===== src/design/ssp_pkg.sv =====
// shared constants, codes and types for the shortest paths core
package ssp_pkg;

  localparam int MAX_VERTICES_DEF = 16;
  localparam int WEIGHT_BITS_DEF  = 16;
  localparam int DIST_BITS_DEF    = 20;

  localparam logic [1:0] ST_OK      = 2'd0;
  localparam logic [1:0] ST_NEG     = 2'd1;
  localparam logic [1:0] ST_BAD_SRC = 2'd2;
  localparam logic [1:0] ST_WRITTEN = 2'd3;

  localparam logic MODE_WRITE = 1'b0;
  localparam logic MODE_RUN   = 1'b1;

  typedef enum logic [2:0] {
    S_IDLE,
    S_START,
    S_ROUND,
    S_EVAL,
    S_OUT
  } state_t;

  // common control broadcast to every cell of the row
  typedef struct packed {
    logic init;
    logic begin_round;
    logic shift;
    logic acc;
    logic commit;
  } cell_ctl_t;

endpackage


===== src/design/ssp_ram.sv =====
// generic single write, single read ram with registered read data
module ssp_ram #(
  parameter int WIDTH = 16,
  parameter int DEPTH = 16
) (
  input  logic                     clk,
  input  logic                     we,
  input  logic [$clog2(DEPTH)-1:0] waddr,
  input  logic [WIDTH-1:0]         wdata,
  input  logic [$clog2(DEPTH)-1:0] raddr,
  output logic [WIDTH-1:0]         rdata
);
  logic [WIDTH-1:0] mem [DEPTH];

  always_ff @(posedge clk) begin
    if (we) begin
      mem[waddr] <= wdata;
    end
    rdata <= mem[raddr];
  end
endmodule


===== src/design/ssp_cell.sv =====
// one vertex cell: its weight column, distance state and a ring token stage
module ssp_cell #(
  parameter int MAX_VERTICES = 16,
  parameter int WEIGHT_BITS  = 16,
  parameter int DIST_BITS    = 20,
  parameter int CELL_ID      = 0,
  parameter int CW           = 5
) (
  input  logic                            clk,
  input  logic                            rst,
  input  ssp_pkg::cell_ctl_t              ctl,
  input  logic [CW-1:0]                   n_eff,
  input  logic [$clog2(MAX_VERTICES)-1:0] src,
  input  logic                            wr_en,
  input  logic [$clog2(MAX_VERTICES)-1:0] wr_row,
  input  logic [WEIGHT_BITS-1:0]          wr_weight,
  input  logic                            wr_present,
  input  logic signed [DIST_BITS-1:0]     nbr_d,
  input  logic                            nbr_r,
  input  logic [$clog2(MAX_VERTICES)-1:0] nbr_i,
  output logic signed [DIST_BITS-1:0]     tok_d,
  output logic                            tok_r,
  output logic [$clog2(MAX_VERTICES)-1:0] tok_i,
  output logic signed [DIST_BITS-1:0]     now_d,
  output logic                            now_r,
  output logic                            changed
);
  import ssp_pkg::*;

  localparam int VW   = $clog2(MAX_VERTICES);
  localparam int SUMW = ((DIST_BITS > WEIGHT_BITS) ? DIST_BITS : WEIGHT_BITS) + 1;
  localparam logic signed [SUMW-1:0] SMAX =
    {{(SUMW - DIST_BITS + 1){1'b0}}, {(DIST_BITS - 1){1'b1}}};
  localparam logic signed [SUMW-1:0] SMIN = ~SMAX;
  localparam logic [VW-1:0] MY_ID = VW'(CELL_ID);

  logic [MAX_VERTICES-1:0]        ev;
  logic signed [DIST_BITS-1:0]    best_d;
  logic                           best_r;
  logic signed [DIST_BITS-1:0]    hold_d;
  logic                           hold_r;
  logic [VW-1:0]                  hold_i;
  logic                           hold_e;
  logic [WEIGHT_BITS-1:0]         rdata;
  logic                           active;
  logic signed [SUMW-1:0]         sum;
  logic signed [DIST_BITS-1:0]    cand;
  logic                           take;

  ssp_ram #(.WIDTH(WEIGHT_BITS), .DEPTH(MAX_VERTICES)) u_col (
    .clk   (clk),
    .we    (wr_en),
    .waddr (wr_row),
    .wdata (wr_weight),
    .raddr (tok_i),
    .rdata (rdata)
  );

  assign active = (CW'(CELL_ID) < n_eff);

  // saturating min-plus candidate from the token seen last cycle
  always_comb begin
    sum = {{(SUMW - DIST_BITS){hold_d[DIST_BITS-1]}}, hold_d}
        + {{(SUMW - WEIGHT_BITS){rdata[WEIGHT_BITS-1]}}, rdata};
    if (sum > SMAX) begin
      cand = SMAX[DIST_BITS-1:0];
    end else if (sum < SMIN) begin
      cand = SMIN[DIST_BITS-1:0];
    end else begin
      cand = sum[DIST_BITS-1:0];
    end
    take = active && hold_r && hold_e && (hold_i != MY_ID)
        && (!best_r || (cand < best_d));
  end

  assign changed = active && ((best_r != now_r) || (best_d != now_d));

  always_ff @(posedge clk) begin
    if (rst) begin
      ev    <= '0;
      now_r <= 1'b0;
      now_d <= '0;
    end else begin
      if (wr_en) begin
        ev[wr_row] <= wr_present;
      end
      if (ctl.init) begin
        now_d <= '0;
        now_r <= (src == MY_ID);
      end else if (ctl.commit) begin
        now_d <= best_d;
        now_r <= best_r;
      end
    end
  end

  always_ff @(posedge clk) begin
    if (ctl.begin_round) begin
      tok_d  <= now_d;
      tok_r  <= now_r;
      tok_i  <= MY_ID;
      best_d <= now_r ? now_d : '0;
      best_r <= now_r;
    end else begin
      if (ctl.shift) begin
        hold_d <= tok_d;
        hold_r <= tok_r;
        hold_i <= tok_i;
        hold_e <= ev[tok_i];
        tok_d  <= nbr_d;
        tok_r  <= nbr_r;
        tok_i  <= nbr_i;
      end
      if (ctl.acc && take) begin
        best_d <= cand;
        best_r <= 1'b1;
      end
    end
  end
endmodule


===== config.mk =====
export PLATFORM = sky130hd
export DESIGN_NAME = ssp_cell
export DESIGN_NICKNAME = d
export VERILOG_FILES = /design/src/design/ssp_pkg.sv /design/src/design/ssp_ram.sv /design/src/design/ssp_cell.sv
export SDC_FILE = /design/constraint.sdc
export NUM_CORES = 1
export LEC_CHECK = 0
export BUFFER_PORTS_ARGS = -buffer_cell sky130_fd_sc_hd__clkbuf_2
export CORE_ASPECT_RATIO = 1.25
export CORE_MARGIN = 8
export CORE_UTILIZATION = 60
export CTS_CLUSTER_SIZE = 30
export DETAILED_ROUTE_END_ITERATION = 12
export PLACE_DENSITY = 0.81
export SLEW_MARGIN = 20
export SYNTH_ARGS = -nofsm -noshare
export SYNTH_HDL_FRONTEND = slang
export SYNTH_SLANG_ARGS = --single-unit

===== constraint.sdc =====
create_clock -name clk -period 8.1 [get_ports clk]
set_clock_uncertainty 0.1 [all_clocks]
set_input_delay 0.81 -clock clk [delete_from_list [all_inputs] [get_ports clk]]
set_output_delay 0.81 -clock clk [all_outputs]
set_load 0.05 [all_outputs]

==> flow_summary_export.csv, run 1 <==
group,metric,value,unit
global_routing,gr-total-overflow,0,
critical_path,critPathKind,"reg -> reg",
critical_path,cp_max_fo,20,
clocking,cts_tree,"done",
critical_path,worst_ep_arrival_time,6240,ps
global_routing,grt_usage,0.237,
route,dr.first_iter.drc_count,684,
synthesis,yosys_most_used_dff,"edfxtp_1",
floorplan,fp.dieH,200,µm
synthesis,synth-seq-area-share,0.670,
synthesis,avgSynthCellArea,16.5,µm²
sta,period_share,0.758,
route,routedLengthMet1,13900,µm
power,power.leakage,6.72,nW
route,drc,0,
critical_path,r2r_end,"best_d[2]$_DFFE_PP_",
clocking,postCtsSetupBuffers,0,
synthesis,synth_commonest_cells,"324 x edfxtp_1, 85 x mux4_2, 57 x dfxtp_1",
clocking,clkSlewWorstSetupHoldPaths,60,ps
synthesis,yosys-top-cells-area,"edfxtp_1 60%, mux4_2 12%, dfxtp_1 7.0%, ha_1 3.0%, mux2i_1 1.7%",
route,avgViaCountPerCell,6.24,
clocking,cts_sinks,381,
sta,period_minus_slack,6140,ps
clocking,hold_buffers,0,
critical_path,r2r_cells,21,
global_routing,grt_pass1_vias,9842,
synthesis,syn_area,16200,µm²
floorplan,core,26700,µm²
sta,tightest_slew,1010,ps
clocking,cts_resized,0,
placement,numPortBuffers,109,
layout,layout.nets,1211,
clocking,cts_max_level,2,
sta,max_freq,0.163,GHz
power,ir_drop,208,µV
worst_hold_path,holdCritStartpoint,"tok_d[1]$_DFFE_PP_",
sta,hold_viol_final,0,
clocking,cts-root-buf,"clkbuf_16",
global_routing,grt_max_degree,72,
synthesis,synth.top_cell.area_share,0.600,
clocking,clk_latency,520,ps
run_status,status,"finished clean",
power,total_power,4.90,mW
run,cap_violations,0,
synthesis,yosysTopAreaCell,"edfxtp_1",
floorplan,rows,67,
route,first_pass_iters,8,
route,drt_wl_total,38200,µm
synthesis,synthesis.nets,1085,
worst_hold_path,hp-class,"reg -> reg",
route,top_layer,"met5",
floorplan,die_width,163,µm
critical_path,endpoint_kind,"flip-flop",
floorplan,start_util,0.607,
critical_path,start_kind,"flip-flop",
route,wire_per_inst,25.8,µm
layout,syn_to_final_growth,14.1,%
route,final_antenna_net_count,0,
route,vias,9240,
layout,drive_above_1_share,0.286,
synthesis,netlist_instances,982,
floorplan,fp.dieArea,32600,µm²
global_routing,grt_first_pass_wirelength,57300,µm
route,dr_wl_met2,19600,µm
clocking,cts_buffer_depth,3,
clocking,numCtsBuffers,36,
synthesis,async_flop_share,0,
placement,finalWeightedCongestion,0.928,
sta,setup_viol,0,
sta,fin_tns_setup,0,ps
synthesis,synth_cell_types,63,
power,power_density,265,nW/µm²
sta,slew_headroom,0.326,
layout,antenna_cells,0,
critical_path,r2r_slack,1960,ps
synthesis,ys_warn_count,0,
synthesis,yosys_register_bits,381,
floorplan,io_pins,110,
sta,drv_slew,0,
synthesis,synth_edf_count,324,
critical_path,r2r-start,"hold_d[0]$_DFFE_PP_",
layout,fillCellCount,1688,
worst_hold_path,whs_path_depth,0,
sta,whs,366,ps
sta,rsz0062_at_grt,"false",
global_routing,grt_antenna_before_repair,3,
critical_path,worstPathRequired,8210,ps
placement,place.detailed.hpwl,24000,µm
worst_hold_path,min_to,"hold_d[1]$_DFFE_PP_",
synthesis,synth.most_common_cell,"edfxtp_1",
route,dr_wl_met3,2840,µm
==> sequential cells by signal, summed over array words and instances (netlist names) <==
| register | flops |
|---|---|
| best_d | 20 |
| tok_i | 4 |
| hold_i | 4 |
| now_d | 20 |
| tok_r | 1 |
| hold_r | 1 |
| best_r | 1 |
| tok_d | 20 |
| hold_d | 20 |
| u_col.rdata | 16 |
| now_r | 1 |
| u_col.mem | 256 |
| ev | 16 |
| hold_e | 1 |
==> area by class of cell <==
type | instances | area (µm²) | share of cell area
clock inverter | 19 | 307 | 0.0166
timing repair buffer | 132 | 718 | 0.0388
clock buffer | 46 | 958 | 0.0518
sequential | 381 | 10900 | 0.587
tap | 345 | 432 | 0.0233
multi-input combinational | 522 | 5090 | 0.275
inverter | 35 | 131 | 0.00710
==> cells by family after synthesis <==
kind of cell	after synthesis	share of synthesized area
muxes	137	0.152
xor gates and xnor gates	36	0.0194
AOI/OAI and AO/OA	137	0.0561
adders and majority gates	40	0.0313
buffers and inverters	79	0.0197
DFF	381	0.670
and+or+nand+nor	172	0.0517
==> worst max path at each step <==
| stage | start | endpoint | slack (ps) | cells after the start |
|---|---|---|---|---|
| after floorplan | hold_d[0]$_DFFE_PP_ | best_d[0]$_DFFE_PP_ | 2120 | 21 |
| after global placement | hold_d[0]$_DFFE_PP_ | best_d[3]$_DFFE_PP_ | 2260 | 21 |
| after detailed placement | hold_d[0]$_DFFE_PP_ | best_d[2]$_DFFE_PP_ | 2030 | 21 |
| after CTS | hold_d[0]$_DFFE_PP_ | best_d[2]$_DFFE_PP_ | 1960 | 21 |
| after global routing | hold_d[0]$_DFFE_PP_ | best_d[1]$_DFFE_PP_ | 1490 | 21 |
| final | hold_d[0]$_DFFE_PP_ | best_d[2]$_DFFE_PP_ | 1960 | 21 |
==> power by group <==
group | internal, mW | total [mW] | switching [mW]
registers | 2.24 | 2.32 | 0.0749
logic | 0.316 | 0.780 | 0.464
clock network | 1.10 | 1.80 | 0.704
total | 3.66 | 4.90 | 1.24
==> through the flow <==
stage	util	area (µm²)	setup WS, ps	std cells
after floorplan	-	16200	2120	982
after global placement	0.645	17300	2260	1415
after detailed placement	0.645	17300	2030	1415
after CTS	0.692	18500	1960	1480
after global routing	0.692	18500	1490	1480
final	0.692	18500	1960	1480
==> layout by cell type, fill, tap and decap left out, types with 3 or more instances in the layout <==
cell | synthesis | final
clkinv_1 | 0 | 3
nand4_1 | 7 | 7
nor2_2 | 0 | 12
o21ai_1 | 4 | 4
inv_1 | 35 | 35
a31o_1 | 3 | 3
mux2_2 | 23 | 23
mux2i_1 | 28 | 28
clkinv_2 | 0 | 6
buf_4 | 1 | 23
nor2_1 | 56 | 44
nor4_1 | 5 | 5
dfxtp_1 | 57 | 55
nand2_1 | 38 | 38
nand2b_1 | 5 | 5
nor3_2 | 1 | 5
xor2_1 | 6 | 6
or2_2 | 3 | 3
bufinv_16 | 0 | 8
o211ai_1 | 6 | 6
a21oi_1 | 40 | 40
nor2b_1 | 6 | 5
ha_1 | 39 | 39
o21ai_0 | 22 | 22
clkbuf_2 | 0 | 109
mux4_2 | 85 | 85
clkbuf_1 | 27 | 8
nand3_1 | 12 | 12
nor3_1 | 9 | 5
xnor2_1 | 30 | 30
and3_1 | 18 | 18
a21o_1 | 36 | 36
clkbuf_16 | 0 | 36
edfxtp_1 | 324 | 324
==> routing by layer <==
metal  GRT usage  vias to the layer above
met2       0.419                      412
li1            -                     4098
met5           0                        -
met3      0.0427                      100
met1       0.274                     4626
met4       0.120                        4
==> worst max-delay path: stages, from the launching register on <==
cell	delay (ps)
edfxtp_1	340
ha_1	160
inv_1	50
fa_1	400
nor2b_1	210
o2111ai_1	160
a211o_1	400
a31oi_2	320
o41a_1	660
nand2_1	110
mux2_2	300
nand3_1	90
ha_1	160
nand2_1	80
nor4_1	390
o221ai_1	200
a32oi_1	280
a311oi_1	80
and4_1	230
o211ai_1	150
nor3b_2	640
buf_4	330
No activity file was read; power rests on OpenSTA's default activity.
==> run 2: changes to the inputs <==
--- a/config.mk
+++ b/config.mk
@@ -5,6 +5,7 @@
 export SDC_FILE = /design/constraint.sdc
 export NUM_CORES = 1
 export LEC_CHECK = 0
+export ABC_AREA = 1
 export BUFFER_PORTS_ARGS = -buffer_cell sky130_fd_sc_hd__clkbuf_2
 export CORE_ASPECT_RATIO = 1.25
 export CORE_MARGIN = 8
==> constraint.sdc (replaced) <==
create_clock -name clk -period 5.7 [get_ports clk]
set_clock_uncertainty 0.1 [all_clocks]
set_input_delay 0.57 -clock clk [delete_from_list [all_inputs] [get_ports clk]]
set_output_delay 0.57 -clock clk [all_outputs]
set_load 0.05 [all_outputs]
==> run 2 against run 1 <==
Largest power group unchanged. Routed wire length grew 1.6%. Global-route usage decreased by 0.37 points. Largest cell class unchanged. Worst setup slack worse by 1200 ps. Area after synthesis up 0.38%. Clock-buffer cell count is 2 lower. Highest routed layer unchanged. Maximum frequency rose by 24%. Combinational power rose by 36%. Synthesized cell count rose by 37%.
==> flow_summary_export.csv, run 2 <==
group,metric,value,unit
critical_path,critPathKind,"reg -> reg",
layout,drive_above_1_share,0.172,
sta,fin_tns_setup,0,ps
placement,place_area,17200,µm²
floorplan,start_util,0.609,
sta,period_share,0.866,
synthesis,synth_edf_count,324,
synthesis,yosys_register_bits,381,
synthesis,synthesis.nets,1452,
clocking,clkSlewWorstSetupHoldPaths,60,ps
layout,regMostFlops,"u_col.mem",
layout,final_cell_mix,"324 x edfxtp_1, 174 x nand2_1, 138 x o21ai_0",
worst_hold_path,hp-class,"in -> reg",
critical_path,endpoint_kind,"flip-flop",
synthesis,yosys_most_used_dff,"edfxtp_1",
clocking,cts_buffer_depth,3,
route,drt_wl_total,38800,µm
floorplan,rows,67,
floorplan,die_width,163,µm
clocking,postCtsSetupBuffers,0,
layout,layout.nets,1557,
placement,numPortBuffers,109,
sta,hold_viol_final,0,
clocking,clk_latency,520,ps
critical_path,worstPathRequired,5820,ps
clocking,hold_buffers,0,
sta,rsz0062_at_grt,"false",
floorplan,fp.dieArea,32700,µm²
placement,finalWeightedCongestion,0.923,
route,final_antenna_net_count,0,
floorplan,io_pins,110,
critical_path,worst_ep_arrival_time,5050,ps
global_routing,grt_pass1_vias,11100,
sta,period_minus_slack,4940,ps
layout,largest_reg_flops,256,
clocking,numCtsBuffers,37,
global_routing,gr-total-overflow,0,
layout,final_cell_area,18500,µm²
global_routing,grt_usage,0.233,
route,avgViaCountPerCell,6.11,
sta,slew_headroom,0.231,
power,ir_drop,351,µV
synthesis,synth_cell_types,41,
clocking,cts_resized,0,
route,first_pass_iters,7,
clocking,cts-root-buf,"clkbuf_16",
synthesis,syn_area,16300,µm²
sta,drv_slew,0,
critical_path,start_kind,"flip-flop",
layout,antenna_cells,0,
route,drc,0,
synthesis,synth.top_cell.area_share,0.597,
sta,tightest_slew,1150,ps
floorplan,core,26700,µm²
clocking,cts_tree,"done",
route,vias,11200,
power,power_density,365,nW/µm²
synthesis,yosysTopAreaCell,"edfxtp_1",
critical_path,cp_max_fo,20,
route,dr.first_iter.drc_count,1279,
sta,max_freq,0.203,GHz
route,wire_per_inst,21.2,µm
layout,syn_to_final_growth,13.3,%
clocking,cts_sinks,381,
power,power.leakage,6.79,nW
synthesis,avgSynthCellArea,12.1,µm²
synthesis,yosys-top-cells-area,"edfxtp_1 60%, dfxtp_1 7.0%, o21ai_0 4.2%, nand2_1 4.0%, mux2i_1 3.5%",
synthesis,ys_warn_count,0,
synthesis,synth-seq-area-share,0.667,
run_status,status,"finished clean",
run,cap_violations,0,
synthesis,netlist_instances,1349,
global_routing,grt_max_degree,91,
layout,final_common_cell,"edfxtp_1",
clocking,cts_max_level,2,
floorplan,fp.dieH,200,µm
sta,setup_viol,0,
synthesis,synth.most_common_cell,"edfxtp_1",
global_routing,grt_first_pass_wirelength,59600,µm
placement,place.detailed.hpwl,24200,µm
global_routing,grt_antenna_before_repair,3,
synthesis,async_flop_share,0,
synthesis,synth_commonest_cells,"324 x edfxtp_1, 175 x nand2_1, 138 x o21ai_0",
## run 2: logic make-up after synthesis
kind of cell,count (synthesis),share of synthesized area
flops,381,0.667
buf+inv,154,0.0367
simple gates,379,0.0986
mux,57,0.0350
xor+xnor,27,0.0145
fa+ha+maj,40,0.0312
compound gates,311,0.117
## run 2: power breakdown
group / total [mW] / internal [mW] / switching, mW
sequential: 3.24 / 3.17 / 0.0770
combinational: 1.06 / 0.354 / 0.710
clock: 2.42 / 1.40 / 1.02
total: 6.73 / 4.92 / 1.80
## run 2: path summary, 6_finish.rpt
kind / cells past startpoint / end / slack (ps) / start
setup reg to reg: 22 / best_d[14]$_DFFE_PP_ / 760 / hold_d[0]$_DFFE_PP_
hold / removal: 3 / tok_i[1]$_SDFFE_PP0P_ / 150 / nbr_i[1]
hold reg to reg: 0 / hold_d[4]$_DFFE_PP_ / 350 / tok_d[4]$_DFFE_PP_
setup / recovery: 22 / best_d[14]$_DFFE_PP_ / 760 / hold_d[0]$_DFFE_PP_
## run 2: per-stage QoR
stage          power (mW)  cells  hold slack, ps   util  setup WS [ps]
2_1_floorplan        4.05   1349             378      -           1610
3_3_place_gp         4.31   1760             336  0.644            960
4_1_cts              6.75   1827             143  0.690            787
5_1_grt              6.98   1827             167  0.690            427
6_report             6.73   1827             149  0.690            765
3_5_place_dp         4.35   1760             340  0.644            794
## run 2: worst max-delay path: stages, from the launching register on
cell and delay (ps):
edfxtp_1 330, ha_1 160, inv_1 60, fa_1 400, nand3b_1 200, nand2_1 190
nand3_2 120, nand3_2 80, nand2_1 60, nand2_2 90, inv_2 40, nand2_1 580
o21ai_1 230, ha_1 370, a21oi_1 150, o21a_1 150, o221ai_1 100, a221oi_1 330
nand3_1 120, nand3_1 100, nand2_1 50, nand2_1 340, buf_4 290
## run 2: cell type report
cell class                 count  area (µm²)
tap                          345         432
inverter                      88         332
multi-input combinational    814        4870
timing repair buffer         132         718
sequential                   381       10900
clock buffer                  44        1000
clock inverter                23         219
fill                        1821        8290
## run 2: per-layer routing
layer	vias to the layer above	wire length, µm	global-route usage
li1	5142	-	-
met1	5308	14300	0.290
met2	593	19100	0.387
met3	115	3990	0.0453
met4	4	1440	0.106
met5	-	21	0
==> run 3: changes to the inputs <==
--- a/config.mk
+++ b/config.mk
@@ -7,7 +7,6 @@
 export LEC_CHECK = 0
 export ABC_AREA = 1
 export BUFFER_PORTS_ARGS = -buffer_cell sky130_fd_sc_hd__clkbuf_2
-export CORE_ASPECT_RATIO = 1.25
 export CORE_MARGIN = 8
 export CORE_UTILIZATION = 60
 export CTS_CLUSTER_SIZE = 30
@@ -16,4 +15,5 @@
 export SLEW_MARGIN = 20
 export SYNTH_ARGS = -nofsm -noshare
 export SYNTH_HDL_FRONTEND = slang
+export SYNTH_HIERARCHICAL = 1
 export SYNTH_SLANG_ARGS = --single-unit
==> run 3 against run 2 <==
Combinational power up 10%. Critical endpoint is now best_d[13]$_DFFE_PP_. Critical path type unchanged. Largest cell class unchanged. Flip-flop and latch count unchanged. Area after synthesis up 7.7%. Maximum frequency up 1.6%.
==> flow_summary_export.csv, run 3 <==
group,metric,value,unit
run_status,status,"finished clean",
layout,final_cell_area,19600,µm²
placement,place.detailed.hpwl,26800,µm
placement,finalWeightedCongestion,0.892,
floorplan,rows,62,
power,power_density,348,nW/µm²
sta,tightest_slew,1040,ps
critical_path,r2r_cells,21,
route,wire_per_inst,18.7,µm
synthesis,netlist_instances,1794,
synthesis,synth_compound_area_frac,0.0573,
layout,layout.nets,2001,
synthesis,synth_commonest_cells,"485 x nand2_1, 324 x edfxtp_1, 288 x inv_1",
power,ir_drop,297,µV
floorplan,start_util,0.609,
placement,placedCellCount,2240,
critical_path,path_buf_inv,2,
floorplan,die_width,187,µm
critical_path,critPathKind,"reg -> reg",
worst_hold_path,holdCritStartpoint,"nbr_i[1]",
layout,syn_to_final_growth,11.8,%
route,final_antenna_net_count,0,
synthesis,yosys-top-cells-area,"edfxtp_1 55%, nand2_1 10%, dfxtp_1 6.5%, nand3_1 6.4%, inv_1 6.2%",
sta,fin_tns_setup,0,ps
clocking,cts_tree,"done",
clocking,cts_buffer_depth,3,
synthesis,synth-seq-area-share,0.620,
synthesis,syn_area,17500,µm²
layout,fin_cells,2314,
layout,final_cell_mix,"484 x nand2_1, 324 x edfxtp_1, 288 x inv_1",
clocking,clk_latency,540,ps
clocking,numCtsBuffers,40,
synthesis,yosys_register_bits,381,
synthesis,synth_cell_types,45,
sta,hold_viol_final,0,
clocking,hold_buffers,0,
global_routing,grt_pass1_vias,12600,
clocking,clkSlewWorstSetupHoldPaths,60,ps
sta,setup_viol,0,
route,vias,13100,
route,first_pass_iters,8,
layout,largest_reg_flops,256,
critical_path,r2r_end,"best_d[13]$_DFFE_PP_",
synthesis,synthesis.nets,1897,
floorplan,fp.dieArea,35000,µm²
critical_path,start_kind,"flip-flop",
route,dr.first_iter.drc_count,1454,
synthesis,synth_edf_count,324,
synthesis,synthMuxAreaShare,0.00114,
placement,numPortBuffers,109,
synthesis,synth.top_cell.area_share,0.555,
synthesis,synth_top_family_by_area,"simple AND/OR/NAND/NOR gates",
clocking,cts_sinks,381,
synthesis,yosys_most_used_dff,"edfxtp_1",
global_routing,grt_first_pass_wirelength,66800,µm
synthesis,synth_fa_ha_area_frac,0.0290,
critical_path,cpPeakStageDelay,720,ps
power,power.leakage,8.50,nW
sta,drv_slew,0,
critical_path,slowest_stage,"nand2_1",
critical_path,endpoint_kind,"flip-flop",
clocking,cts_max_level,2,
critical_path,r2r_slack,840,ps
placement,place_area,18400,µm²
synthesis,async_flop_share,0,
sta,max_freq,0.206,GHz
synthesis,yosysTopAreaCell,"edfxtp_1",
sta,rsz0062_at_grt,"false",
floorplan,core,28800,µm²
global_routing,gr-total-overflow,0,
clocking,cts_resized,0,
route,drt_wl_total,43300,µm
clocking,cts-root-buf,"clkbuf_16",
floorplan,fp.dieH,187,µm
sta,period_minus_slack,4860,ps
clocking,postCtsSetupBuffers,0,
floorplan,io_pins,110,
worst_hold_path,whs_path_depth,3,
critical_path,worstPathRequired,5770,ps
route,drc,0,
layout,drive_above_1_share,0.117,
global_routing,grt_usage,0.239,
critical_path,worst_ep_arrival_time,4930,ps
sta,period_share,0.852,
run,cap_violations,0,
critical_path,critPathMostFrequentCell,"nand3_1",
worst_hold_path,min_to,"tok_i[1]$_SDFFE_PP0P_",
layout,regMostFlops,"u_col/mem",
synthesis,synth-xor-area-share,0.0155,
sta,slew_headroom,0.302,
route,avgViaCountPerCell,5.66,
sta,whs,121,ps
global_routing,grt_antenna_before_repair,5,
synthesis,ys_warn_count,6,
layout,final_common_cell,"nand2_1",
global_routing,grt_max_degree,104,
critical_path,crit_chain,"ha_1, inv_1, fa_1, o21ai_2, nand3b_1, nand3_1, nand2_1, nand2_2, nand3_1, buf_4, o21ai_0, ha_1, a21oi_1, o21ai_0, nand3_1, nand3_1, a221oi_1, nand3_1, nand3_1, nand2_1, nand2_1",
critical_path,cp_max_fo,21,
critical_path,r2r-start,"hold_d[0]$_DFFE_PP_",
critical_path,critical-path-top-delay-family,"simple AND/OR/NAND/NOR gates",
synthesis,avgSynthCellArea,9.77,µm²
worst_hold_path,hp-class,"in -> reg",
synthesis,synthSimpleGateAreaFrac,0.191,
synthesis,synth.most_common_cell,"nand2_1",
run 3: layout make-up:
cell class,count,area [µm²]
diodes,2,5.00
clock buffers,53,1070
clock inverters,19,146
fillers,2066,9180
inverters,292,1100
multi-input cells,1047,5170
flip-flops and latches,381,10900
well taps,384,480
repair buffers,136,752
run 3: worst min-delay path: stages:
cell and delay, ps:
clkbuf_2 70, nand2_1 40, nand2_1 50
run 3: cell families after synthesis:
| family | after synthesis |
|---|---|
| compound gates | 180 |
| xor+xnor | 31 |
| fa+ha+maj | 40 |
| buf+inv | 366 |
| flops | 381 |
| mux | 2 |
| simple gates | 794 |
run 3: power by group:
| part | internal, mW | switching [mW] | leakage, nW |
|---|---|---|---|
| clock network | 1.34 | 1.06 | 0.592 |
| logic | 0.380 | 0.790 | 4.44 |
| registers | 3.17 | 0.0734 | 3.47 |
run 3: per-layer routing:
metal	vias to the layer above	part of all wire	global-route usage
li1	6121	-	-
met1	6149	0.38	0.289
met2	679	0.49	0.412
met3	150	0.083	0.0470
met4	6	0.039	0.102
met5	-	0.00095	0
run 3: how the worst max path moves through the flow:
| stage | start | to | slack, ps | cells after the start |
|---|---|---|---|---|
| finish | hold_d[0]$_DFFE_PP_ | best_d[13]$_DFFE_PP_ | 840 | 21 |
| global route | hold_d[0]$_DFFE_PP_ | best_d[9]$_DFFE_PP_ | 480 | 21 |
| CTS | hold_d[0]$_DFFE_PP_ | best_d[13]$_DFFE_PP_ | 940 | 21 |
| detailed placement | hold_d[0]$_DFFE_PP_ | best_d[13]$_DFFE_PP_ | 970 | 21 |
| global placement | hold_d[0]$_DFFE_PP_ | best_d[11]$_DFFE_PP_ | 1110 | 21 |
| floorplan | hold_d[0]$_DFFE_PP_ | best_d[0]$_DFFE_PP_ | 1570 | 23 |
run 3: stage by stage:
stage	power, mW	util	setup slack (ps)
6_report	6.81	0.681	843
5_1_grt	7.09	0.681	476
4_1_cts	6.82	0.680	938
3_5_place_dp	4.45	0.638	974
3_3_place_gp	4.40	0.638	1110
2_1_floorplan	4.13	-	1570
